$ cat config.mk
export PLATFORM = sky130hd
export DESIGN_NAME = ffsa_ctrl
export DESIGN_NICKNAME = d
export VERILOG_FILES = /design/src/rtl/ffsa_pkg.sv /design/src/rtl/ffsa_ctrl.sv
export SDC_FILE = /design/constraint.sdc
export NUM_CORES = 1
export LEC_CHECK = 0
export BUFFER_PORTS_ARGS = -buffer_cell sky130_fd_sc_hd__buf_2
export CORE_MARGIN = 4
export CORE_UTILIZATION = 46
export CTS_CLUSTER_DIAMETER = 60
export DETAILED_ROUTE_END_ITERATION = 12
export MAX_ROUTING_LAYER = met4
export PLACE_DENSITY = 0.77
export SETUP_SLACK_MARGIN = 0.05
export SYNTH_ARGS = -nofsm -noshare
export SYNTH_HDL_FRONTEND = slang
export SYNTH_SLANG_ARGS = --single-unit
$ cat constraint.sdc
create_clock -name aclk -period 1.61 [get_ports aclk]
set_input_delay 0.161 -clock aclk [delete_from_list [all_inputs] [get_ports aclk]]
set_output_delay 0.161 -clock aclk [all_outputs]
set_load 0.05 [all_outputs]
$ cat src/rtl/ffsa_pkg.sv
// ---------------------------------------------------------------------------
// ffsa_pkg
// Types, constants and command codes of the first-fit segment allocator.
// ---------------------------------------------------------------------------
package ffsa_pkg;

    localparam int MAX_SEGMENTS = 1024;
    localparam int IDX_W        = $clog2(MAX_SEGMENTS);
    localparam int CNT_W        = IDX_W + 1;

    localparam logic [23:0] POOL_BYTES = 24'hF40000;
    localparam logic [31:0] BASE_RESET = 32'h0400_0000;

    localparam logic OP_ALLOC = 1'b0;
    localparam logic OP_FREE  = 1'b1;

    localparam logic [2:0] ST_OK       = 3'd0;
    localparam logic [2:0] ST_NOFIT    = 3'd1;
    localparam logic [2:0] ST_ZERO     = 3'd2;
    localparam logic [2:0] ST_FULL     = 3'd3;
    localparam logic [2:0] ST_NOTFOUND = 3'd4;

    // read address select
    localparam logic [2:0] RD_IDX  = 3'd0;
    localparam logic [2:0] RD_PTR  = 3'd1;
    localparam logic [2:0] RD_NEXT = 3'd2;
    localparam logic [2:0] RD_PREV = 3'd3;
    localparam logic [2:0] RD_SRC  = 3'd4;

    // write select
    localparam logic [2:0] WR_NONE = 3'd0;
    localparam logic [2:0] WR_INIT = 3'd1;
    localparam logic [2:0] WR_MARK = 3'd2;
    localparam logic [2:0] WR_UP   = 3'd3;
    localparam logic [2:0] WR_SPA  = 3'd4;
    localparam logic [2:0] WR_SPB  = 3'd5;
    localparam logic [2:0] WR_FREE = 3'd6;
    localparam logic [2:0] WR_DN   = 3'd7;

    typedef struct packed {
        logic        opcode;
        logic [23:0] request_size;
        logic [31:0] release_address;
    } req_t;

    typedef struct packed {
        logic [2:0]  status;
        logic [31:0] granted_address;
    } rsp_t;

    typedef struct packed {
        logic [23:0] offset;
        logic [23:0] size;
        logic        used;
    } seg_t;

    typedef struct packed {
        logic [2:0] rd_sel;
        logic [2:0] wr_sel;
        logic       load_req;
        logic       idx_inc;
        logic       ptr_load;
        logic       ptr_dec;
        logic       cur_load;
        logic       next_merge;
        logic       prev_merge;
        logic       rm_setup;
        logic       mv_inc;
        logic       cnt_inc;
        logic       cnt_sub;
        logic       res_load;
        logic       res_grant;
        logic [2:0] res_status;
    } cmd_t;

    typedef struct packed {
        logic in_zero;
        logic is_free;
        logic idx_ge_cnt;
        logic alloc_hit;
        logic exact;
        logic free_hit;
        logic full;
        logic ptr_eq_idx;
        logic next_exists;
        logic idx_zero;
        logic rm_none;
        logic src_ge_cnt;
        logic out_busy;
    } stat_t;

endpackage

$ cat src/rtl/ffsa_ctrl.sv
// ---------------------------------------------------------------------------
// ffsa_ctrl
// Sequencer for table scan, insert shift, merge and remove shift.
// ---------------------------------------------------------------------------
module ffsa_ctrl
    import ffsa_pkg::*;
(
    input  logic  aclk,
    input  logic  aresetn,
    input  logic  s_valid,
    output logic  s_ready,
    input  stat_t stat,
    output cmd_t  cmd
);

    localparam logic [3:0] S_INIT     = 4'd0;
    localparam logic [3:0] S_IDLE     = 4'd1;
    localparam logic [3:0] S_SCAN_RD  = 4'd2;
    localparam logic [3:0] S_SCAN_CHK = 4'd3;
    localparam logic [3:0] S_SHU_RD   = 4'd4;
    localparam logic [3:0] S_SHU_WR   = 4'd5;
    localparam logic [3:0] S_SPLIT_A  = 4'd6;
    localparam logic [3:0] S_SPLIT_B  = 4'd7;
    localparam logic [3:0] S_NX_RD    = 4'd8;
    localparam logic [3:0] S_NX_CHK   = 4'd9;
    localparam logic [3:0] S_PV_RD    = 4'd10;
    localparam logic [3:0] S_PV_CHK   = 4'd11;
    localparam logic [3:0] S_FWR      = 4'd12;
    localparam logic [3:0] S_SHD_RD   = 4'd13;
    localparam logic [3:0] S_SHD_WR   = 4'd14;
    localparam logic [3:0] S_DONE     = 4'd15;

    logic [3:0] state_reg, state_next;
    logic [2:0] code_reg, code_next;
    logic       grant_reg, grant_next;

    assign s_ready = (state_reg == S_IDLE);

    always_ff @(posedge aclk) begin
        if (!aresetn) begin
            state_reg <= S_INIT;
            code_reg  <= ST_OK;
            grant_reg <= 1'b0;
        end else begin
            state_reg <= state_next;
            code_reg  <= code_next;
            grant_reg <= grant_next;
        end
    end

    always_comb begin
        state_next = state_reg;
        code_next  = code_reg;
        grant_next = grant_reg;
        cmd        = '0;
        cmd.rd_sel = RD_IDX;
        cmd.wr_sel = WR_NONE;
        unique case (state_reg)
            S_INIT: begin
                cmd.wr_sel = WR_INIT;
                state_next = S_IDLE;
            end
            S_IDLE: begin
                if (s_valid) begin
                    cmd.load_req = 1'b1;
                    grant_next   = 1'b0;
                    if (stat.in_zero) begin
                        code_next  = ST_ZERO;
                        state_next = S_DONE;
                    end else begin
                        state_next = S_SCAN_RD;
                    end
                end
            end
            S_SCAN_RD: begin
                if (stat.idx_ge_cnt) begin
                    code_next  = stat.is_free ? ST_NOTFOUND : ST_NOFIT;
                    state_next = S_DONE;
                end else begin
                    state_next = S_SCAN_CHK;
                end
            end
            S_SCAN_CHK: begin
                cmd.cur_load = 1'b1;
                if (stat.is_free) begin
                    if (stat.free_hit) begin
                        state_next = S_NX_RD;
                    end else begin
                        cmd.idx_inc = 1'b1;
                        state_next  = S_SCAN_RD;
                    end
                end else if (stat.alloc_hit) begin
                    if (stat.exact) begin
                        cmd.wr_sel = WR_MARK;
                        code_next  = ST_OK;
                        grant_next = 1'b1;
                        state_next = S_DONE;
                    end else if (stat.full) begin
                        code_next  = ST_FULL;
                        state_next = S_DONE;
                    end else begin
                        cmd.ptr_load = 1'b1;
                        state_next   = S_SHU_RD;
                    end
                end else begin
                    cmd.idx_inc = 1'b1;
                    state_next  = S_SCAN_RD;
                end
            end
            S_SHU_RD: begin
                cmd.rd_sel = RD_PTR;
                state_next = S_SHU_WR;
            end
            S_SHU_WR: begin
                cmd.wr_sel = WR_UP;
                if (stat.ptr_eq_idx) begin
                    state_next = S_SPLIT_A;
                end else begin
                    cmd.ptr_dec = 1'b1;
                    state_next  = S_SHU_RD;
                end
            end
            S_SPLIT_A: begin
                cmd.wr_sel = WR_SPA;
                state_next = S_SPLIT_B;
            end
            S_SPLIT_B: begin
                cmd.wr_sel  = WR_SPB;
                cmd.cnt_inc = 1'b1;
                code_next   = ST_OK;
                grant_next  = 1'b1;
                state_next  = S_DONE;
            end
            S_NX_RD: begin
                cmd.rd_sel = RD_NEXT;
                state_next = stat.next_exists ? S_NX_CHK : S_PV_RD;
            end
            S_NX_CHK: begin
                cmd.next_merge = 1'b1;
                state_next     = S_PV_RD;
            end
            S_PV_RD: begin
                cmd.rd_sel = RD_PREV;
                state_next = stat.idx_zero ? S_FWR : S_PV_CHK;
            end
            S_PV_CHK: begin
                cmd.prev_merge = 1'b1;
                state_next     = S_FWR;
            end
            S_FWR: begin
                cmd.wr_sel   = WR_FREE;
                cmd.rm_setup = 1'b1;
                code_next    = ST_OK;
                state_next   = stat.rm_none ? S_DONE : S_SHD_RD;
            end
            S_SHD_RD: begin
                cmd.rd_sel = RD_SRC;
                if (stat.src_ge_cnt) begin
                    cmd.cnt_sub = 1'b1;
                    state_next  = S_DONE;
                end else begin
                    state_next = S_SHD_WR;
                end
            end
            S_SHD_WR: begin
                cmd.wr_sel = WR_DN;
                cmd.mv_inc = 1'b1;
                state_next = S_SHD_RD;
            end
            S_DONE: begin
                if (!stat.out_busy) begin
                    cmd.res_load   = 1'b1;
                    cmd.res_status = code_reg;
                    cmd.res_grant  = grant_reg;
                    state_next     = S_IDLE;
                end
            end
            default: state_next = S_IDLE;
        endcase
    end

endmodule

==> impl_summary.log, run 1 <==
INFO  metric run_status = did not finish
INFO  metric stop_stage = 5_1_grt
INFO  metric first-error = [ERROR DPL-0038] Utilization greater than 100%, impossible to legalize
INFO  metric placement.setup.worst_slack = -0.0584 ns
INFO  metric yosysWarnings = 0
INFO  metric maximum_number_of_pins_on_one_net_before_global_route_repair = 13
INFO  metric top_cell_type_by_total_area_after_synthesis = sky130_fd_sc_hd__dfxtp_1
INFO  metric number_of_enable_flip_flop_cells_after_synthesis = 0
INFO  metric yosys-mux-area-fraction = 5.79%
INFO  metric worst_path_end_type = top-level output
INFO  metric holdBufCountCts = 0
INFO  metric clock_root_buffer_master = sky130_fd_sc_hd__clkbuf_4
INFO  metric portBuffers = 38
INFO  metric seq_area_frac_synth = 18.5%
INFO  metric ys_dominant_reg_cell = sky130_fd_sc_hd__dfxtp_1
INFO  metric synth.avg_cell_area = 6.65 sq um
INFO  metric synth_compound_area_share = 29.2%
INFO  metric synth.top_cell.area_share = 18.5%
INFO  metric cts_buffer_depth = 2
INFO  metric core.rowCount = 15
INFO  metric synth_top_family_by_area = simple AND/OR/NAND/NOR gates
INFO  metric yosys-top-cells-area = sky130_fd_sc_hd__dfxtp_1 (19%), sky130_fd_sc_hd__nor2_1 (7.4%), sky130_fd_sc_hd__nand2_1 (6.9%), sky130_fd_sc_hd__mux2i_1 (5.8%), sky130_fd_sc_hd__a31oi_1 (3.6%)
INFO  metric postGrtWorstEndpoint = cmd[14]
INFO  metric synth-async-reset-ratio = 0%
INFO  metric initial_utilization = 49.5%
INFO  metric yosys.area_share.adder = 0%
INFO  metric yosys_register_bits = 8
INFO  metric gpl.final_weighted_congestion = 1.01
INFO  metric synthTopCellsByCount = sky130_fd_sc_hd__nor2_1 (17), sky130_fd_sc_hd__nand2_1 (16), sky130_fd_sc_hd__dfxtp_1 (8), sky130_fd_sc_hd__inv_1 (8), sky130_fd_sc_hd__o21ai_0 (6)
INFO  metric post-synth-top-count-cell = sky130_fd_sc_hd__nor2_1
INFO  metric fp.dieW = 51.4 um
INFO  metric dp_hpwl = 2520 um
INFO  metric yosys.cell_types.count = 39
INFO  metric post_synth_instance_area = 865 sq um
INFO  metric cts-buffers-inserted = 3
INFO  metric synthesized_area_fraction_occupied_by_and_or_nand_nor_cells = 38.5%
INFO  metric synthesis.instances = 130
INFO  metric top_level_i_o_count = 39
INFO  metric htree_num_levels = 1
INFO  metric overall_die_height = 51.4 um
INFO  metric synth-xor-area-share = 0%
INFO  metric syn_nets = 146
INFO  metric clock_sink_count = 8
kinds of logic after synthesis:
| kind of cell | after synthesis |
|---|---|
| simple gates | 64 |
| compound gates | 36 |
| buf+inv | 17 |
| flops | 8 |
| mux | 5 |
per-stage QoR:
stage                     cell area (sq um)  hold slack [ns]  setup TNS [ns]  cells  utilization (%)
after floorplan                         971            0.314         -0.0502    130                -
after CTS                              1640            0.214         -0.0158    226             94.1
after detailed placement               1340            0.475          -0.210    210             76.6
after global placement                 1340            0.449         -0.0282    210             76.6
timing repair:
action | in CTS
gates resized for setup | 56
setup endpoints to repair | 29
endpoints found under the hold margin | 0
buffers inserted | 13
pin swaps | 11
==> inputs of run 2 (changes only) <==
==> config.mk (replaced) <==
export PLATFORM = sky130hd
export DESIGN_NAME = ffsa_ctrl
export DESIGN_NICKNAME = d
export VERILOG_FILES = /design/src/rtl/ffsa_pkg.sv /design/src/rtl/ffsa_ctrl.sv
export SDC_FILE = /design/constraint.sdc
export NUM_CORES = 1
export LEC_CHECK = 0
export BUFFER_PORTS_ARGS = -buffer_cell sky130_fd_sc_hd__buf_2
export CORE_AREA = 4 4 65 67
export DETAILED_ROUTE_END_ITERATION = 12
export DIE_AREA = 0 0 69 71
export PLACE_DENSITY_LB_ADDON = 0.15
export SYNTH_ARGS = -nofsm -noshare
export SYNTH_HDL_FRONTEND = slang
export SYNTH_SLANG_ARGS = --single-unit
==> impl_summary.log, run 2 <==
INFO  metric portBuffers = 38 (unchanged)
INFO  metric holdBufCountCts = 0 (unchanged)
INFO  metric grt_setup_unrepaired = yes
INFO  metric yosys-top-cells-area = sky130_fd_sc_hd__dfxtp_1 (19%), sky130_fd_sc_hd__nor2_1 (7.4%), sky130_fd_sc_hd__nand2_1 (6.9%), sky130_fd_sc_hd__mux2i_1 (5.8%), sky130_fd_sc_hd__a31oi_1 (3.6%)
INFO  metric crit_path_cell_trace = or3b_1, a21o_1, a221o_1, mux2i_1
INFO  metric finish.net_count = 215
INFO  metric largest_reg_flops = 4
INFO  metric grt_antenna_before_repair = 0
INFO  metric detail_route.first_pass.iterations = 4
INFO  metric flow.area_growth_from_synthesis = 87.0%
INFO  metric cp.required = 1.71 ns
INFO  metric top_cell_type_by_total_area_after_synthesis = sky130_fd_sc_hd__dfxtp_1
INFO  metric worst_slew_margin_rel = 77.7%
INFO  metric grt.total_usage = 15.0%
INFO  metric finalPower = 0.00108 W
INFO  metric antenna-diode-count = 0
INFO  metric r2r-start = state_reg[3]
INFO  metric clock_tree_from_tritoncts = done
INFO  metric post_route_cells_drive_above_1_share = 55.3%
INFO  metric top_level_i_o_count = 39 (unchanged)
INFO  metric overall_die_height = 71 um (+38%)
INFO  metric maxClockFrequency = 0.626 GHz
INFO  metric fp.dieW = 69 um (+34%)
INFO  metric detail_route.iter0.violations = 39
INFO  metric utilization = 44.5%
INFO  metric final.period_utilization = 99.3%
INFO  metric power_density = 667 mW/mm^2
INFO  metric yosys_register_bits = 8 (unchanged)
INFO  metric clk-insertion-delay-late = 0.23 ns
INFO  metric static_leakage_power = 0.720 nW
INFO  metric dp_hpwl = 2900 um (+15%)
INFO  metric grt_pass1_wl = 5950 um
INFO  metric max_slew_violation_count = 0
INFO  metric setup.worst_path.class = flip-flop to flip-flop
INFO  metric wl_per_cell = 15.0 um
INFO  metric timing.setup.tns = 0 ns
INFO  metric ys_dominant_reg_cell = sky130_fd_sc_hd__dfxtp_1
INFO  metric post-synth-top-count-cell = sky130_fd_sc_hd__nor2_1
INFO  metric post-route-drc-count = 0
INFO  metric yosys.cell_types.count = 39 (unchanged)
INFO  metric switching_power = 0.000438 W
INFO  metric drt.antenna.violating_nets = 0
INFO  metric syn_nets = 146 (unchanged)
INFO  metric seq_power_share = 23.1%
INFO  metric path_delay_family = compound AO/OA/AOI/OAI gates
INFO  metric hold_viol = 0
INFO  metric clk_transition_reported_paths = 0.04 ns
INFO  metric critical_path_capture_point_type = flip-flop
INFO  metric yosysWarnings = 0 (unchanged)
INFO  metric worstReg2RegEnd = code_reg[2]
INFO  metric clock_root_buffer_master = sky130_fd_sc_hd__clkbuf_8
INFO  metric timing.critical_path.fanout_max = 9
INFO  metric fin_skew = 0.00176 ns
INFO  metric period_minus_slack = 1.60 ns
INFO  metric seq_area_frac_synth = 18.5% (unchanged)
INFO  metric synth.avg_cell_area = 6.65 sq um (unchanged)
INFO  metric cts_buffer_depth = 2 (unchanged)
INFO  metric gpl.final_weighted_congestion = 0.885 (-12%)
INFO  metric worstPathBufferInverterCount = 0
INFO  metric synthesis.instances = 130 (unchanged)
INFO  metric worst_path_largest_cell_delay = 0.39 ns
INFO  metric max-vdd-ir-drop = 0.201 mV
INFO  metric run_status = finished, final reports clean
INFO  metric max_cap_violations = 0
INFO  metric final_cells = 245
INFO  metric maximum_number_of_pins_on_one_net_before_global_route_repair = 14
INFO  metric clock_sink_count = 8 (unchanged)
INFO  metric via_count = 1247
INFO  metric holdPathStages = 2
INFO  metric place_inst = 239 (+14%)
INFO  metric power_frac_comb = 55.2%
INFO  metric first_global_vias = 1249
INFO  metric synth.top_cell.area_share = 18.5% (unchanged)
INFO  metric worst_slack = 0.0115 ns
INFO  metric placement.setup.worst_slack = -0.0394 ns (+0.0191 ns)
INFO  metric design.die.area = 0.00490 sq mm
INFO  metric hold_path_startpoint = aresetn
INFO  metric clockPowerShare = 21.7%
INFO  metric setup_viol = 0
INFO  metric min-delay-path-class = input pin to flip-flop
INFO  metric tightestPinTransition = 0.331 ns
INFO  metric synth-async-reset-ratio = 0% (unchanged)
INFO  metric layout_commonest_cell = sky130_fd_sc_hd__buf_4
INFO  metric ff2ff_setup_slack = 0.01 ns
INFO  metric worstSetupStartpointType = flip-flop
INFO  metric slowest_stage = sky130_fd_sc_hd__a221o_1
INFO  metric number_of_enable_flip_flop_cells_after_synthesis = 0 (unchanged)
INFO  metric worstPathArrival = 1.70 ns
INFO  metric power.internal = 0.000640 W
INFO  metric routed_wirelength = 3670 um
INFO  metric swShare = 40.6%
INFO  metric htree_num_levels = 1 (unchanged)
INFO  metric layout.cells.most_common_list = sky130_fd_sc_hd__buf_4 (39), sky130_fd_sc_hd__buf_2 (24), sky130_fd_sc_hd__nand2_1 (13), sky130_fd_sc_hd__nor2_1 (10), sky130_fd_sc_hd__inv_1 (7)
INFO  metric initial_utilization = 23.8% (-26 points)
INFO  metric core.rowCount = 22 (+7)
INFO  metric synthTopCellsByCount = sky130_fd_sc_hd__nor2_1 (17), sky130_fd_sc_hd__nand2_1 (16), sky130_fd_sc_hd__dfxtp_1 (8), sky130_fd_sc_hd__inv_1 (8), sky130_fd_sc_hd__o21ai_0 (6)
INFO  metric post_synth_instance_area = 865 sq um (unchanged)
INFO  metric core_area = 0.00363 sq mm
INFO  metric worst_r2r_path_depth = 4
INFO  metric grt_overflow = 0
INFO  metric viasPerCell = 5.09
INFO  metric worstHoldEndpoint = grant_reg
INFO  metric cts-buffers-inserted = 3 (unchanged)
## run 2: logic make-up after synthesis
| group | count (synthesis) | synth area share [%] |
|---|---|---|
| and+or+nand+nor | 64 | 38.5 |
| AOI/OAI and AO/OA | 36 | 29.2 |
| buffers and inverters | 17 | 7.96 |
| DFF | 8 | 18.5 |
| muxes | 5 | 5.79 |
## run 2: stage by stage
stage                     area, sq um  hold slack, ns
after floorplan                   956           0.314
after global placement           1400           0.443
after detailed placement         1400           0.448
after CTS                        1500           0.237
after global routing             1620           0.261
final                            1620           0.242
## run 2: worst max path at each step
stage	startpoint	end	slack, ns	cells after the start
3_5_place_dp	state_reg[1]	code_reg[1]	-0.04	4
4_1_cts	state_reg[0]	cmd[2]	0.003	5
2_1_floorplan	state_reg[3]	cmd[15]	-0.02	5
6_report	state_reg[3]	code_reg[2]	0.01	4
5_1_grt	state_reg[3]	code_reg[1]	-0.05	4
3_3_place_gp	state_reg[2]	code_reg[1]	0.04	4
## run 2: repair_timing
action,4_1_cts,5_1_grt
pin swaps,2,5
setup endpoints to repair,26,22
gates resized for setup,25,22
setup buffers,0,3
## run 2: power by group through the flow
stage / clock, W / sequential, W / combinational [W]
2_1_floorplan: 0 / 0.000228 / 0.000350
3_3_place_gp: 0 / 0.000243 / 0.000539
3_5_place_dp: 0 / 0.000246 / 0.000542
4_1_cts: 0.000244 / 0.000247 / 0.000563
5_1_grt: 0.000253 / 0.000252 / 0.000640
6_report: 0.000234 / 0.000249 / 0.000595
## run 2: area by class of cell
class,instances,area (sq um)
clock buffers,3,41.3
well taps,48,60.1
multi-input cells,105,768
repair buffers,73,541
fillers,378,2020
flip-flops and latches,8,173
inverters,8,33.8
## run 2: per-layer routing
metal	part of all wire, %	global-route usage (%)	vias up
met5	0	0	-
met4	1.7	4.56	0
met3	5.3	4.12	6
met2	51	27.2	38
met1	42	17.1	602
li1	-	-	601
(Power assumes the default switching activity.)
